## src/lpr_pkg.sv

```systemverilog
// Shared types, constants and helpers for the LRU page replacement block.
// No dependencies; every other file in src except lpr_req_if refers to this package by scoped name.
package lpr_pkg;

	// Default sizing of the frame table.
	localparam int MAX_FRAMES_DEF = 16;
	localparam int PAGE_BITS_DEF  = 8;

	// Configuration register and fault counter widths.
	localparam int          CFG_W        = 5;
	localparam int          FAULT_W      = 16;
	localparam logic [4:0]  FRAMES_RESET = 5'd16;
	localparam logic [15:0] FAULT_MAX    = 16'hFFFF;

	// Bits needed to name one frame out of n frames.
	function automatic int frame_bits(input int n);
		frame_bits = (n > 1) ? $clog2(n) : 1;
	endfunction

	// Sequencer states: wait for a reference, compare, update the chain.
	typedef enum logic [1:0] {
		ST_IDLE,
		ST_CMP,
		ST_UPD
	} state_t;

	// Controls broadcast to every cell of the recency chain.
	typedef struct packed {
		logic cmp;        // latch this cell's page compare
		logic upd;        // apply the recency update
		logic shift_all;  // full miss: every cell takes its neighbor
		logic shift_pfx;  // hit: cells at or after the match take their neighbor
	} cell_ctl_t;

	// Per-cell position flags decoded from the fill count.
	typedef struct packed {
		logic active;     // cell holds an occupied entry
		logic tail;       // cell receives the moved or new entry
	} cell_sel_t;

endpackage

```

## src/lpr_req_if.sv

```systemverilog
// Reference channel: valid/ready handshake with page number and run end flag.
// Depends on nothing but its own parameter.
interface lpr_req_if #(
	parameter int PAGE_BITS = 8
);
	logic                 valid;
	logic                 ready;
	logic [PAGE_BITS-1:0] page;
	logic                 last_reference;

	modport source (output valid, output page, output last_reference, input ready);
	modport sink   (input valid, input page, input last_reference, output ready);
endinterface

```

## src/lpr_rsp_if.sv

```systemverilog
// Result channel: valid/ready handshake with hit, frame, fault total and run end.
// Uses lpr_pkg::frame_bits to size the frame field.
interface lpr_rsp_if #(
	parameter int MAX_FRAMES = 16
);
	localparam int FRAME_W = lpr_pkg::frame_bits(MAX_FRAMES);

	logic                        valid;
	logic                        ready;
	logic                        hit;
	logic [FRAME_W-1:0]          frame;
	logic [lpr_pkg::FAULT_W-1:0] fault_total;
	logic                        run_end;

	modport source (output valid, output hit, output frame, output fault_total,
		output run_end, input ready);
	modport sink   (input valid, input hit, input frame, input fault_total,
		input run_end, output ready);
endinterface

```

## src/lpr_cell.sv

```systemverilog
// One cell of the recency chain: holds a frame number and its page, compares the
// page against a reference and shifts toward the LRU end. Depends on lpr_pkg.
module lpr_cell #(
	parameter int PAGE_BITS = lpr_pkg::PAGE_BITS_DEF,
	parameter int FRAME_W   = lpr_pkg::frame_bits(lpr_pkg::MAX_FRAMES_DEF)
) (
	input  logic                  clk,
	input  lpr_pkg::cell_ctl_t    ctl,
	input  lpr_pkg::cell_sel_t    sel,
	input  logic [PAGE_BITS-1:0]  page_in,
	input  logic [FRAME_W-1:0]    mover_id,
	input  logic [FRAME_W-1:0]    nbr_id,
	input  logic [PAGE_BITS-1:0]  nbr_page,
	input  logic                  pfx_in,
	output logic                  pfx_out,
	output logic [FRAME_W-1:0]    id,
	output logic [PAGE_BITS-1:0]  page,
	output logic                  match
);

	logic [FRAME_W-1:0]   id_q;
	logic [PAGE_BITS-1:0] page_q;
	logic                 match_q;
	logic                 shift;

	// The match prefix runs along the chain; a hit shifts every cell from the match on.
	assign pfx_out = pfx_in | match_q;
	assign shift   = ctl.shift_all | (ctl.shift_pfx & pfx_out);

	// Compare while cmp is set, then take the neighbor or the moved entry on upd.
	always_ff @(posedge clk) begin
		if (ctl.cmp) begin
			match_q <= sel.active && (page_q == page_in);
		end
		if (ctl.upd) begin
			if (sel.tail) begin
				id_q   <= mover_id;
				page_q <= page_in;
			end else if (shift) begin
				id_q   <= nbr_id;
				page_q <= nbr_page;
			end
		end
	end

	assign id    = id_q;
	assign page  = page_q;
	assign match = match_q;

endmodule

```

## src/lru_page_replacement.sv

```systemverilog
// Top level of the LRU page replacement block: sequencer, fill and fault counters,
// result register and the chain of lpr_cell. Depends on lpr_pkg, lpr_req_if, lpr_rsp_if.
//
//   Channel   Direction  Handshake          Payload
//   req       in         valid/ready        page, last_reference
//   rsp       out        valid/ready        hit, frame, fault_total, run_end
//   cfg       in         cfg_wr_en only     cfg_wr_data (frames_in_use)
//
// Each reference passes through three states: the idle state that accepts it, the
// compare state that compares its page in every cell, and the update state that shifts
// the recency chain and loads the result register. A new reference is accepted only
// while the sequencer is idle, so none is taken before the last one has loaded its result.
// The update cycle waits while the result register still holds an untaken result.
// Reset empties the table and clears the fault count at once; there is no clearing pass.
module lru_page_replacement #(
	parameter int MAX_FRAMES = lpr_pkg::MAX_FRAMES_DEF,
	parameter int PAGE_BITS  = lpr_pkg::PAGE_BITS_DEF
) (
	input  logic                      clk,
	input  logic                      arst_n,
	lpr_req_if.sink                   req,
	lpr_rsp_if.source                 rsp,
	input  logic                      cfg_wr_en,
	input  logic [lpr_pkg::CFG_W-1:0] cfg_wr_data
);

	localparam int FRAME_W = lpr_pkg::frame_bits(MAX_FRAMES);
	localparam int CNT_W   = $clog2(MAX_FRAMES + 1);

	lpr_pkg::state_t             state_q, state_d;
	logic [lpr_pkg::CFG_W-1:0]   frames_q;
	logic [CNT_W-1:0]            filled_q;
	logic [CNT_W-1:0]            n_act;
	logic [lpr_pkg::FAULT_W-1:0] fault_q, fault_next;
	logic [PAGE_BITS-1:0]        req_page_q;
	logic                        req_last_q;
	logic                        rsp_valid_q;
	logic                        rsp_hit_q;
	logic [FRAME_W-1:0]          rsp_frame_q;
	logic [lpr_pkg::FAULT_W-1:0] rsp_fault_q;
	logic                        rsp_end_q;

	logic                        accept;
	logic                        upd_go;
	logic                        full;
	logic                        hit;
	logic [FRAME_W-1:0]          hit_id;
	logic [FRAME_W-1:0]          mover_id;
	lpr_pkg::cell_ctl_t          cell_ctl;
	logic                        req_ready;

	logic [FRAME_W-1:0]          cell_id   [MAX_FRAMES];
	logic [PAGE_BITS-1:0]        cell_page [MAX_FRAMES];
	logic [MAX_FRAMES-1:0]       cell_match;
	logic [MAX_FRAMES:0]         pfx;

	// Number of frames managed: zero acts as one, large values clip to the table size.
	always_comb begin
		if (frames_q == '0) begin
			n_act = CNT_W'(1);
		end else if (32'(frames_q) > MAX_FRAMES) begin
			n_act = CNT_W'(MAX_FRAMES);
		end else begin
			n_act = CNT_W'(frames_q);
		end
	end

	assign full   = (filled_q == n_act);
	assign accept = req.valid && req_ready;
	assign upd_go = (state_q == lpr_pkg::ST_UPD) && (!rsp_valid_q || rsp.ready);

	// Hit detection and the frame number of the matching cell.
	always_comb begin
		hit_id = '0;
		for (int k = 0; k < MAX_FRAMES; k++) begin
			hit_id = hit_id | (cell_match[k] ? cell_id[k] : '0);
		end
	end
	assign hit = |cell_match;

	// The entry that lands at the MRU end: the hit frame, the LRU victim or a fresh frame.
	always_comb begin
		if (hit) begin
			mover_id = hit_id;
		end else if (full) begin
			mover_id = cell_id[0];
		end else begin
			mover_id = FRAME_W'(filled_q);
		end
	end

	// Saturating fault count including this reference.
	assign fault_next = (!hit && fault_q != lpr_pkg::FAULT_MAX) ? fault_q + 1'b1 : fault_q;

	// Sequencer next state.
	always_comb begin
		state_d = state_q;
		case (state_q)
			lpr_pkg::ST_IDLE: begin
				if (accept) begin
					state_d = lpr_pkg::ST_CMP;
				end
			end
			lpr_pkg::ST_CMP: begin
				state_d = lpr_pkg::ST_UPD;
			end
			lpr_pkg::ST_UPD: begin
				if (upd_go) begin
					state_d = lpr_pkg::ST_IDLE;
				end
			end
			default: begin
				state_d = lpr_pkg::ST_IDLE;
			end
		endcase
	end

	// Sequencer outputs.
	always_comb begin
		req_ready          = 1'b0;
		cell_ctl.cmp       = 1'b0;
		cell_ctl.upd       = 1'b0;
		cell_ctl.shift_all = !hit && full;
		cell_ctl.shift_pfx = hit;
		case (state_q)
			lpr_pkg::ST_IDLE: begin
				req_ready = 1'b1;
			end
			lpr_pkg::ST_CMP: begin
				cell_ctl.cmp = 1'b1;
			end
			lpr_pkg::ST_UPD: begin
				cell_ctl.upd = upd_go;
			end
			default: begin
				req_ready = 1'b0;
			end
		endcase
	end

	assign req.ready = req_ready;

	// Control registers: state, configuration, fill count, fault count, result valid.
	always_ff @(posedge clk or negedge arst_n) begin
		if (!arst_n) begin
			state_q     <= lpr_pkg::ST_IDLE;
			frames_q    <= lpr_pkg::FRAMES_RESET;
			filled_q    <= '0;
			fault_q     <= '0;
			rsp_valid_q <= 1'b0;
		end else begin
			state_q <= state_d;
			if (cfg_wr_en) begin
				frames_q <= cfg_wr_data;
				filled_q <= '0;
				fault_q  <= '0;
			end else if (upd_go) begin
				if (req_last_q) begin
					filled_q <= '0;
					fault_q  <= '0;
				end else begin
					fault_q <= fault_next;
					if (!hit && !full) begin
						filled_q <= filled_q + 1'b1;
					end
				end
			end
			if (upd_go) begin
				rsp_valid_q <= 1'b1;
			end else if (rsp.ready) begin
				rsp_valid_q <= 1'b0;
			end
		end
	end

	// Reference capture and result payload.
	always_ff @(posedge clk) begin
		if (accept) begin
			req_page_q <= req.page;
			req_last_q <= req.last_reference;
		end
		if (upd_go) begin
			rsp_hit_q   <= hit;
			rsp_frame_q <= mover_id;
			rsp_fault_q <= fault_next;
			rsp_end_q   <= req_last_q;
		end
	end

	assign rsp.valid       = rsp_valid_q;
	assign rsp.hit         = rsp_hit_q;
	assign rsp.frame       = rsp_frame_q;
	assign rsp.fault_total = rsp_fault_q;
	assign rsp.run_end     = rsp_end_q;

	// The recency chain, LRU at cell 0; each cell takes its right neighbor on a shift.
	assign pfx[0] = 1'b0;
	for (genvar k = 0; k < MAX_FRAMES; k++) begin : g_cell
		lpr_pkg::cell_sel_t   sel;
		logic [FRAME_W-1:0]   nbr_id;
		logic [PAGE_BITS-1:0] nbr_page;

		assign sel.active = (filled_q > CNT_W'(k));
		assign sel.tail   = (hit || full) ? (filled_q == CNT_W'(k + 1))
		                                  : (filled_q == CNT_W'(k));

		if (k == MAX_FRAMES - 1) begin : g_end
			assign nbr_id   = cell_id[k];
			assign nbr_page = cell_page[k];
		end else begin : g_mid
			assign nbr_id   = cell_id[k + 1];
			assign nbr_page = cell_page[k + 1];
		end

		lpr_cell #(
			.PAGE_BITS (PAGE_BITS),
			.FRAME_W   (FRAME_W)
		) u_cell (
			.clk      (clk),
			.ctl      (cell_ctl),
			.sel      (sel),
			.page_in  (req_page_q),
			.mover_id (mover_id),
			.nbr_id   (nbr_id),
			.nbr_page (nbr_page),
			.pfx_in   (pfx[k]),
			.pfx_out  (pfx[k + 1]),
			.id       (cell_id[k]),
			.page     (cell_page[k]),
			.match    (cell_match[k])
		);
	end

`ifndef SYNTH
	// The table never holds more entries than the frames managed.
	a_fill_bound: assert property (@(posedge clk) disable iff (!arst_n)
		filled_q <= n_act)
		else $error("fill count exceeds active frame count");

	// A page is resident in at most one frame.
	a_single_match: assert property (@(posedge clk) disable iff (!arst_n)
		(state_q == lpr_pkg::ST_UPD) |-> $onehot0(cell_match))
		else $error("page matched in more than one frame");

	// A result appears only from the update cycle.
	a_result_src: assert property (@(posedge clk) disable iff (!arst_n)
		$rose(rsp_valid_q) |-> $past(state_q == lpr_pkg::ST_UPD))
		else $error("result loaded outside the update cycle");

	// The last reference of a run leaves an empty table and a zero fault count.
	a_run_clear: assert property (@(posedge clk) disable iff (!arst_n)
		(upd_go && req_last_q) |=> (filled_q == '0 && fault_q == '0))
		else $error("run end did not clear the table");
`endif

endmodule

```

## src/flat_wrapper.sv

```systemverilog
// flat-port wrapper written by rule: the top's interface ports become plain ports
module lru_page_replacement_flat 
#(
	parameter int MAX_FRAMES = lpr_pkg::MAX_FRAMES_DEF,
	parameter int PAGE_BITS  = lpr_pkg::PAGE_BITS_DEF
)
  (clk, arst_n, cfg_wr_en, cfg_wr_data, req_valid, req_page, req_last_reference, req_ready, rsp_valid, rsp_hit, rsp_frame, rsp_fault_total, rsp_run_end, rsp_ready);
  lpr_req_if #(.PAGE_BITS(PAGE_BITS)) req_i ();
  lpr_rsp_if #(.MAX_FRAMES(MAX_FRAMES)) rsp_i ();
  input  logic clk;
  input  logic arst_n;
  input  logic cfg_wr_en;
  input  logic [lpr_pkg::CFG_W-1:0] cfg_wr_data;
  input wire logic [$bits(req_i.valid)-1:0] req_valid;
  input wire logic [$bits(req_i.page)-1:0] req_page;
  input wire logic [$bits(req_i.last_reference)-1:0] req_last_reference;
  output wire logic [$bits(req_i.ready)-1:0] req_ready;
  output wire logic [$bits(rsp_i.valid)-1:0] rsp_valid;
  output wire logic [$bits(rsp_i.hit)-1:0] rsp_hit;
  output wire logic [$bits(rsp_i.frame)-1:0] rsp_frame;
  output wire logic [$bits(rsp_i.fault_total)-1:0] rsp_fault_total;
  output wire logic [$bits(rsp_i.run_end)-1:0] rsp_run_end;
  input wire logic [$bits(rsp_i.ready)-1:0] rsp_ready;
  assign req_i.valid = req_valid;
  assign req_i.page = req_page;
  assign req_i.last_reference = req_last_reference;
  assign req_ready = req_i.ready;
  assign rsp_valid = rsp_i.valid;
  assign rsp_hit = rsp_i.hit;
  assign rsp_frame = rsp_i.frame;
  assign rsp_fault_total = rsp_i.fault_total;
  assign rsp_run_end = rsp_i.run_end;
  assign rsp_i.ready = rsp_ready;
  lru_page_replacement #(.MAX_FRAMES(MAX_FRAMES), .PAGE_BITS(PAGE_BITS)) u_core (.clk(clk), .arst_n(arst_n), .req(req_i), .rsp(rsp_i), .cfg_wr_en(cfg_wr_en), .cfg_wr_data(cfg_wr_data));
endmodule
```

## config.mk

```make
export PLATFORM = sky130hd
export DESIGN_NAME = lru_page_replacement_flat
export DESIGN_NICKNAME = d
export VERILOG_FILES = /design/src/lpr_pkg.sv /design/src/lpr_req_if.sv /design/src/lpr_rsp_if.sv /design/src/lpr_cell.sv /design/src/lru_page_replacement.sv /design/src/flat_wrapper.sv
export SDC_FILE = /design/constraint.sdc
export NUM_CORES = 1
export LEC_CHECK = 0
export ABC_AREA = 1
export BUFFER_PORTS_ARGS = -buffer_cell sky130_fd_sc_hd__buf_4
export CAP_MARGIN = 20
export CORE_MARGIN = 3
export CORE_UTILIZATION = 40
export CTS_CLUSTER_DIAMETER = 40
export DETAILED_ROUTE_END_ITERATION = 6
export GPL_ROUTABILITY_DRIVEN = 0
export GPL_TIMING_DRIVEN = 0
export SLEW_MARGIN = 20
export SYNTH_ARGS = -nofsm -noshare
export SYNTH_HDL_FRONTEND = slang
export SYNTH_SLANG_ARGS = --single-unit
```

## constraint.sdc

```tcl
create_clock -name clk -period 5.5 [get_ports clk]
set_input_delay 0.55 -clock clk [delete_from_list [all_inputs] [get_ports clk]]
set_output_delay 0.55 -clock clk [all_outputs]
set_load 0.05 [all_outputs]
```

# Word-level counts from Yosys, hierarchy flattened
# Cells that the tools add are included.
word_totals:
  output_inout_bits: 24
  mem_bits_rw: 0
  word_cells: 353
  rom_bits: 0
  latch_bits: 0
  n_memories: 0
  reg_bits: 268
  input_bits: 19
classes:
  div: 0
  n_reduce_logical: 66
  n_mul: 0
  bitwise: 59
  n_shift: 0
  magnitude_cmp: 17
  addsub: 2
  eq_ne: 38
  muxes: 112
ops:
  columns: ["cell", "count"]
  rows:
  - ["$mux 8", 30]
  - ["$mux 4", 48]
  - ["$eq 8x8->1", 16]
  - ["$mux 16", 4]
  - ["$or 4x4->4", 15]
  - ["$eq 5x4->1 const B", 8]
  - ["$gt 5x4->1 const B", 8]
  - ["$reduce_and 2->1", 18]
  - ["$reduce_bool 2->1", 17]
  - ["$mux 5", 6]
  - ["$or 1x1->1", 29]
  - ["$logic_and 1x1->1", 21]
  - ["$mux 1", 21]
  - ["$eq 5x3->1 const B", 4]
  - ["$gt 5x3->1 const B", 4]
  - ["$add 16x1->16 const B", 1]
  - ["$ne 16x16->1 const B", 1]
  - ["$reduce_or 16->1", 1]
  - ["$and 1x1->1", 15]
  - ["$eq 5x2->1 const B", 2]
  - ["$gt 5x1->1 const B", 2]
  - ["$gt 5x2->1 const B", 2]
  - ["$logic_not 5->1", 2]
  - ["$pmux 2 s3", 1]
  - ["13 further kinds", 18]

# Depth between registers and ports, before layout
# Gate-level depths: netlist (run 1).
logic_depth:
  depth_word: 18
  mapped_depth: 15
  mapped_depth_nobuf: 13

# Cells and area by module
# Synthesis (run 1) repeated with hierarchy kept, for this count alone.
hier_totals:
  cells_unflattened: 1947
  area_unflattened_um2: 15544.9
modules_own_cells:
  columns: ["mod", "area_each_um2", "cells_per_inst", "n_inst", "seq_area_each_um2"]
  rows:
  - ["lpr_cell", 728.2, 88, 16, 390.4]
  - ["lru_page_replacement", 3893.7, 539, 1, 1657.8]

# Least setup slack after synthesis (run 1)
# OpenSTA, ideal clock, no wires.
synth_timing:
  kind: "reg-to-reg"
  start: "reg u_core.filled_q[1]"
  end: "reg u_core.g_cell[14].u_cell.id_q[0], enable pin"
  path_slack_ps: 2847
  path_buffers: 3
  period_less_slack_ps: 2653
  setup_time_ps: 385
  arrival_time_ps: 2269
  required_time_ps: 5115
  stages_incl_launch_ff: 13
  path_cell_list: "dfrtp_1 > buf_2 > nor2_1 > nand3_1 > nand2_1 > nand2_1 > nor2_4 > nand2_8 > buf_6 > nand3_1 > nand2_1 > buf_2 > a21oi_1"
synth_between:
  elab_chain_cells: 5
  elab_cells_between_ends: 9
  cone_classes: "eq/ne: 3; mux: 1; bitwise: 1; reduce/logical: 4"
synth_lines:
  columns: ["item", "line_no", "text"]
  rows:
  - ["start, declared", "lru_page_replacement.sv:32", "logic [CNT_W-1:0] filled_q;"]
  - ["start signal, assigned", "lru_page_replacement.sv:164", "filled_q <= filled_q + 1'b1;"]
  - ["$eq 5x5->1", "lru_page_replacement.sv:68", "assign full = (filled_q == n_act);"]
  - ["$logic_and 1x1->1 or $logic_or 1x1->1 (tied branches)", "lru_page_replacement.sv:123, lru_page_replacement.sv:204", null]
  - ["$or 1x1->1 or $mux 1 (tied branches)", "lpr_cell.sv:28, lru_page_replacement.sv:204", null]
  - ["$reduce_bool 2->1 (no line) (*)", null, null]
  - ["$reduce_and 2->1 (no line) (*)", null, null]
  - ["end signal, assigned", "lpr_cell.sv:37", "id_q <= mover_id;"]
  - ["end signal, assigned", "lpr_cell.sv:40", "id_q <= nbr_id;"]
  - ["end, declared", "lpr_cell.sv:21", "logic [FRAME_W-1:0] id_q;"]
# Every way passes the cells marked *; elsewhere a longest branch is shown, timed or not.
# A chain may end at the register's enable or synchronous reset.

# Worst setup path after layout (run 1)
layout_timing:
  start: "reg u_core.g_cell[4].u_cell.match_q"
  end: "reg u_core.g_cell[5].u_cell.page_q[5], enable pin"
layout_between:
  elab_chain_cells: 6
  elab_cells_between_ends: 11
  cone_classes: "mux: 1; bitwise: 4; reduce/logical: 6"
layout_lines:
  columns: ["item", "line_no", "text"]
  rows:
  - ["start, declared", "lpr_cell.sv:23", "logic match_q;"]
  - ["start signal, assigned", "lpr_cell.sv:33", "match_q <= sel.active && (page_q == page_in);"]
  - ["$reduce_or 16->1 or $or 1x1->1 (tied branches)", "lru_page_replacement.sv:79, lpr_cell.sv:27", null]
  - ["$logic_not 1->1 or $or 1x1->1 (tied branches)", "lru_page_replacement.sv:123, lpr_cell.sv:27", null]
  - ["$logic_and 1x1->1 or $and 1x1->1 (tied branches)", "lru_page_replacement.sv:123, lpr_cell.sv:28", null]
  - ["$or 1x1->1", "lpr_cell.sv:28", "assign shift = ctl.shift_all | (ctl.shift_pfx & pfx_out);"]
  - ["$reduce_bool 2->1 (no line) (*)", null, null]
  - ["$reduce_and 2->1 (no line) (*)", null, null]
  - ["end signal, assigned", "lpr_cell.sv:38", "page_q <= page_in;"]
  - ["end signal, assigned", "lpr_cell.sv:41", "page_q <= nbr_page;"]
  - ["end, declared", "lpr_cell.sv:22", "logic [PAGE_BITS-1:0] page_q;"]
# Marked as above.

==> impl_results.md, run 1 <==
* Crit Path Class: flip-flop to flip-flop
* Crit path DAT at 3.61 ns
* VDD IR max at 383 uV
* Total core area at 35,800 um^2
* Post-Syn Area at 14,700 um^2
* Syn_nets at 1,722
* Met3 usage at 4.45%
* YS warnings at 0
* FFs w/ async S/R, synth at 10.8%
* Commonest non-fill, non-tap cells in the layout: 774 x nand2_1, 239 x edfxtp_1, 108 x inv_1, 89 x nor2_1, 76 x buf_4
* M2 GR Usage at 38.0%
* Drt via density at 5.29
* Slew Limit Fails at 0
* Port buffer count at 42
* Yosys reg bits at 268
* Pre-antenna DRT Iters at 7
* Seq/Total Area, Yosys at 53.9%
* Setup Skew at 0.0220 ns
* Final Non-Filler Cells at 2,278
* Distinct cells, synth at 45
* Setup tns final at 0 ns
* Hold path startpoint: req_page[2]
* Leakage at 7.32 nW
* Main combinational cell family by area after synthesis: simple AND/OR/NAND/NOR gates
* Tot GR Track Use at 23.3%
* Reg2reg start: u_core.g_cell[4].u_cell.match
* PD cells at 394 nW/um^2
* Cell count after synthesis at 1,697
* Slew HR at 19.8%
* Wire length per cell at 19.8 um
* Status: completed
* Initial antenna violation count at 1
* Clock transition at path regs at 0.05 ns
* GRT Residual Overflow at 0
* Worst Hold Class: input pin to flip-flop
* Sequential Power Share at 42.1%
* Avg Cell Area, Syn at 8.64 um^2
* Clk pwr share at 41.3%
* Setup Viol. Count Final at 0
* Total wire length at 45.2 mm
* Largest net degree at the start of global routing at 30
* Setup crit start kind: flip-flop
* Routed via count at 12,050
* Switching Fraction at 29.5%
* Die Area at 39,000 um^2
* Die Y-Extent at 197 um
* Synthesized-area fraction occupied by adder cells at 0.512%
* Global-route met1 utilization at 31.0%
* Hold depth at 1
* Synth area leaders: edfxtp_1 49%, nand2_1 20%, dfrtp_1 4.8%
* Worst-Margin Slew at 1.20 ns
* Clock buffer count from CTS at 42
* CP top delay family: simple AND/OR/NAND/NOR gates
* Compound-Gate Fraction of Synth Area at 3.96%
* CTS resizes at 0
* Worst reg2reg path depth at 9
* Int Power at 4.75 mW
* CP required at 5.65 ns
* Worst skew pair latency at 0.54 ns
* Cell count after placement at 2,201
* ANT cells at 0
* Remaining antenna violation count at 0
* P_sw at 1.99 mW
* RSZ-0062 raised after global routing: false
* CP Buf/Inv Count at 3
* Critical path, cell by cell: nor2_1, nand4_2, nor2_4, buf_4, nand3_2, buf_2, nand2_1, inv_1, a21oi_1
* Synth Flop Type: edfxtp_1
* TritonCTS Sinks at 268
* H-tree depth at 2
* Most used routing layer: met2
* Critical path endpoint category: flip-flop
* Vias in the first global route at 11,822
* First-pass GRT wire length at 68.8 mm
* Hold Vio Cnt, Final at 0
* Final HPWL DP at 32.9 mm
* R2R Setup Slk at 2.04 ns
* Max_cap viols at 0
* Initial Util at 40.9%
* Clock tree buffer depth at 3
* Commonest non-fill, non-tap cell in the layout: nand2_1
* Post-synth EDFFs at 239
* Final period utilization at 62.9%
* Share of layout cells above drive strength 1 at 12.5%
* Slowest CP cell: a21oi_1
* Area leader, netlist: edfxtp_1
* Site Rows at 69
* Hold Path End: u_core.req_page_q[2]
* Simple-Gate Fraction of Synth Area at 29.1%
* Area grow syn2layout at 16.8%
* DRC Markers at 0
* Crit path max fanout at 12
* Drt first-iter violations at 1,058
* Worst path max stage delay at 0.81 ns
* Logic pwr share at 16.5%
* RR Endpoint: u_core.g_cell[5].u_cell.page[5]
* Max frequency at 0.289 GHz
* Crit path time final at 3.46 ns
* Tot Pwr at 6.74 mW
* Final #Nets at 1,810
* Xor/xnor cell area share of the yosys netlist at 6.21%
* Yosys top cell area share at 48.9%
* Mux contribution to synthesized area at 0%
* Post-layout util at 47.8%
* CTS tree: yes
* # IOs at 43
* Clk root buf: clkbuf_16
* Die X at 197 um
[worst max-delay path by stage]
stage | from | endpoint | slack [ns] | cells past startpoint
detailed placement | u_core.filled_q[3] | u_core.g_cell[0].u_cell.page[4] | 1.98 | 10
global placement | u_core.g_cell[0].u_cell.match | u_core.g_cell[13].u_cell.page[5] | 2.03 | 9
CTS | u_core.filled_q[3] | u_core.g_cell[0].u_cell.id[3] | 1.93 | 10
finish | u_core.g_cell[4].u_cell.match | u_core.g_cell[5].u_cell.page[5] | 2.04 | 9
global route | u_core.g_cell[0].u_cell.match | u_core.g_cell[6].u_cell.id[1] | 1.86 | 9
floorplan | u_core.filled_q[1] | u_core.g_cell[14].u_cell.id[0] | 2.85 | 12
[metal layers]
metal	wire, um	part of all wire (%)
met4	1650	3.7
met2	20800	46
met5	0	0
met1	19200	43
met3	3520	7.8
[sequential cells by signal, indices dropped and copies added (netlist names)]
| name | flops |
|---|---|
| u_core.rsp.run_end | 1 |
| u_core.frames_q | 5 |
| u_core.req_last_q | 1 |
| u_core.fault_q | 16 |
| u_core.g_cell.u_cell.id | 64 |
| u_core.req_page_q | 8 |
| u_core.rsp.hit | 1 |
| u_core.g_cell.u_cell.page | 128 |
| u_core.rsp.fault_total | 16 |
| u_core.filled_q | 5 |
| u_core.rsp.frame | 4 |
| u_core.rsp.valid | 1 |
| u_core.state_q | 2 |
| u_core.g_cell.u_cell.match | 16 |
[Yosys cell counts, types with 2 or more instances]
cell       instances
nand2_1          774
edfxtp_1         239
inv_1            108
nor2_1            90
nand3_1           68
xnor2_1           57
xor2_1            47
buf_4             34
nand4_1           33
dfrtp_1           28
o21ai_0           28
buf_2             25
a21oi_1           23
nor3_1            18
nand2_2           15
a221oi_1          10
clkbuf_1           9
a22o_1             8
o22ai_1            8
buf_1              7
ha_1               6
nor3b_1            6
a211oi_1           5
buf_6              5
nand3_2            5
nor4_1             5
clkinv_1           4
a21boi_0           3
inv_2              3
nand3b_1           3
or2_2              3
and2_1             2
nand2_8            2
nor2_2             2
nor2_4             2
o2111ai_1          2
o211ai_1           2
[metrics by stage]
stage	instance area [um^2]	setup slack [ns]	hold WS, ns
2_1_floorplan	14700	2.85	0.254
3_3_place_gp	15600	2.03	0.431
3_5_place_dp	15600	1.98	0.433
4_1_cts	17100	1.93	0.168
5_1_grt	17100	1.86	0.173
6_report	17100	2.04	0.190
[layout make-up]
cell class | count | area, um^2
sequential | 268 | 7900
inverter | 115 | 432
clock inverter | 28 | 342
multi-input combinational | 1234 | 5890
fill | 3386 | 18700
timing repair buffer | 44 | 340
tap | 461 | 577
buffer | 80 | 497
clock buffer | 48 | 1140
[cells by family (layout without fill, tap and decap cells)]
family | count (synthesis) | count (layout)
buffers and inverters | 195 | 315
and+or+nand+nor | 1032 | 1032
AOI/OAI and AO/OA | 92 | 92
DFF | 268 | 268
xor gates and xnor gates | 104 | 104
adders and majority gates | 6 | 6
[power groups by stage]
stage               Combinational [mW]  Clock, mW  Sequential (mW)
floorplan                        0.660          0             2.88
global placement                  1.07          0             2.87
detailed placement                1.09          0             2.87
CTS                               1.10       2.81             2.84
global route                      1.21       2.90             2.87
finish                            1.11       2.79             2.84
[worst register-to-register path, cell delays in order (launching register included)]
cell	delay (ns)
edfxtp_1	0.60
nor2_1	0.21
nand4_2	0.25
nor2_4	0.33
buf_4	0.24
nand3_2	0.22
buf_2	0.29
nand2_1	0.10
inv_1	0.04
a21oi_1	0.82
[what timing repair did]
action / 4_1_cts / 5_1_grt
hold buffers: 1 / 0
setup buffers: 0 / 0
endpoints found under the hold margin: 28 / 0
Power figures use the tool's default switching activity.
==> run 2, diff against run 1 <==
- clock period: 5.5 -> 3.1 ns (I/O delays scaled with it)
==> impl_results.md, run 2 (synthesis results as in run 1) <==
* Status: completed (unchanged)
* Fin worst setup slack at 0.197 ns (was 2.04 ns)
* Worst Hold Class: input pin to flip-flop (unchanged)
* Largest net degree at the start of global routing at 30 (unchanged)
* DRC Markers at 0 (unchanged)
* Reg2reg start: u_core.g_cell[4].u_cell.match (unchanged)
* Final HPWL DP at 32.9 mm (unchanged)
* Worst-Margin Slew at 1.20 ns (about the same)
* Number of flip-flops in the largest register at 128 (unchanged)
* Post-Place Worst Slack at -0.418 ns (was 1.98 ns)
* Final period utilization at 93.6% (was 62.9%)
* Site Rows at 69 (unchanged)
* Leakage at 7.43 nW (was 7.32 nW)
* R2R Setup Slk at 0.20 ns (was 2.04 ns)
* Tot GR Track Use at 23.4% (was 23.3%)
* RR Endpoint: u_core.g_cell[11].u_cell.page[1] (was u_core.g_cell[5].u_cell.page[5])
* Crit path capture: u_core.g_cell[11].u_cell.page[1] (was u_core.g_cell[5].u_cell.page[5])
* # IOs at 43 (unchanged)
* RSZ-0062 raised after global routing: false (unchanged)
* Setup Viol. Count Final at 0 (unchanged)
* Clock transition at path regs at 0.05 ns (about the same)
* ANT cells at 0 (unchanged)
* Clock buffer count from CTS at 42 (unchanged)
* Port buffer count at 42 (unchanged)
* Die Area at 39,000 um^2 (unchanged)
* Crit path DAT at 3.08 ns (was 3.61 ns)
* Initial Util at 40.9% (unchanged)
* Clock tree buffer depth at 3 (unchanged)
* Drt via density at 5.29 (about the same)
* Vias in the first global route at 11,924 (was 11,822)
* Worst skew pair latency at 0.54 ns (about the same)
* Hold Vio Cnt, Final at 0 (unchanged)
* Crit path max fanout at 12 (unchanged)
* CTS tree: yes (unchanged)
* Final #Nets at 1,831 (was 1,810)
* VDD IR max at 441 uV (was 383 uV)
* TritonCTS Sinks at 268 (unchanged)
* Wire length per cell at 19.8 um (about the same)
* Setup Skew at 0.0205 ns (was 0.0220 ns)
* GRT Residual Overflow at 0 (unchanged)
* Initial antenna violation count at 1 (unchanged)
* Area grow syn2layout at 18.9% (was 16.8%)
* Die X at 197 um (unchanged)
* Max frequency at 0.345 GHz (was 0.289 GHz)
* Die Y-Extent at 197 um (unchanged)
* Worst reg2reg path depth at 9 (unchanged)
* Pre-antenna DRT Iters at 5 (was 7)
* Tot Pwr at 12.0 mW (was 6.74 mW)
* Fill cells at 3,339 (was 3,386)
* Setup crit start: u_core.g_cell[4].u_cell.match (unchanged)
* Critical path endpoint category: flip-flop (unchanged)
* Crit path time final at 2.90 ns (was 3.46 ns)
* Max_cap viols at 0 (unchanged)
* Crit Path Class: flip-flop to flip-flop (unchanged)
* Share of layout cells above drive strength 1 at 13.1% (was 12.5%)
* Clk root buf: clkbuf_16 (unchanged)
* Total wire length at 45.5 mm (was 45.2 mm)
* Total core area at 35,800 um^2 (unchanged)
* Commonest non-fill, non-tap cells in the layout: 774 x nand2_1, 239 x edfxtp_1, 107 x inv_1, 88 x nor2_1, 83 x buf_4 (was 774 x nand2_1, 239 x edfxtp_1, 108 x inv_1, 89 x nor2_1, 76 x buf_4)
* Setup crit start kind: flip-flop (unchanged)
* CP required at 3.28 ns (was 5.65 ns)
* Commonest non-fill, non-tap cell in the layout: nand2_1 (unchanged)
* H-tree depth at 2 (unchanged)
* PD cells at 691 nW/um^2 (was 394 nW/um^2)
* Slew HR at 20.2% (was 19.8%)
* Slew Limit Fails at 0 (unchanged)
* First-pass GRT wire length at 69.3 mm (was 68.8 mm)
* Remaining antenna violation count at 0 (unchanged)
* Routed via count at 12,158 (was 12,050)
* Drt first-iter violations at 1,067 (was 1,058)
[run 2: cell count changes in the layout (fill, tap and decap cells not counted), sizes merged]
cell,change
dlygate4sd3,+13
clkinvlp,+2
buf,+7
inv,-1
[run 2: metrics by stage]
step	setup TNS, ns	util, %	std cells	hold WS [ns]	instance area, um^2
floorplan	0	-	1697	0.0144	14700
global placement	-52.13	43.4	2200	0.262	15600
detailed placement	-56.10	43.5	2201	0.262	15600
CTS	0	48.4	2291	0.0130	17300
global route	0	48.7	2299	0.0230	17400
finish	0	48.7	2299	0.0234	17400
[run 2: worst max-delay path, cell delays in order, from the launching register on]
cell      delay [ns]
edfxtp_1        0.60
nor2_1          0.20
nand4_2         0.25
nor2_4          0.23
buf_4           0.20
nand3_2         0.22
buf_2           0.29
nand2_1         0.09
inv_1           0.06
a21oi_4         0.39
[run 2: layout make-up]
type                       count  area [um^2]  area share (%)
clock buffer                  48         1140            6.52
sequential                   268         7900            45.3
inverter                     115          435            2.50
timing repair inverter         1         5.00          0.0287
clock inverter                28          342            1.96
buffer                        80          497            2.85
tap                          461          577            3.31
multi-input combinational   1234         6020            34.5
timing repair buffer          64          523            3.00
[run 2: worst min path at each step]
stage	from	to	depth (start not counted)
after detailed placement	arst_n	u_core.state_q[0]	1
after CTS	cfg_wr_data[3]	u_core.frames_q[3]	3
after global routing	cfg_wr_data[3]	u_core.frames_q[3]	3
after floorplan	arst_n	u_core.fault_q[0]	0
final	cfg_wr_data[3]	u_core.frames_q[3]	3
after global placement	arst_n	u_core.state_q[0]	1
[run 2: power by group]
| group | switching, mW | internal, mW | total [mW] |
|---|---|---|---|
| Clock | 1.78 | 3.16 | 4.95 |
| Sequential | 0.367 | 4.67 | 5.03 |
| Combinational | 1.42 | 0.643 | 2.07 |
| Total | 3.57 | 8.47 | 12.0 |
[run 2: repair_timing]
item                       CTS  global route
setup endpoints to repair  168           195
cloned                       0             1
hold endpoints to repair    41             0
setup buffers                0             7
hold buffers                14             0
gates resized for setup     23             8
pin swaps                    0             1
[run 2: routing by layer]
metal,GRT usage (%),wire (um),up-vias
met5,0,0,-
met4,8.84,1630,0
met3,4.47,3670,89
met2,38.3,20900,505
met1,31.2,19300,5811
li1,-,-,5753
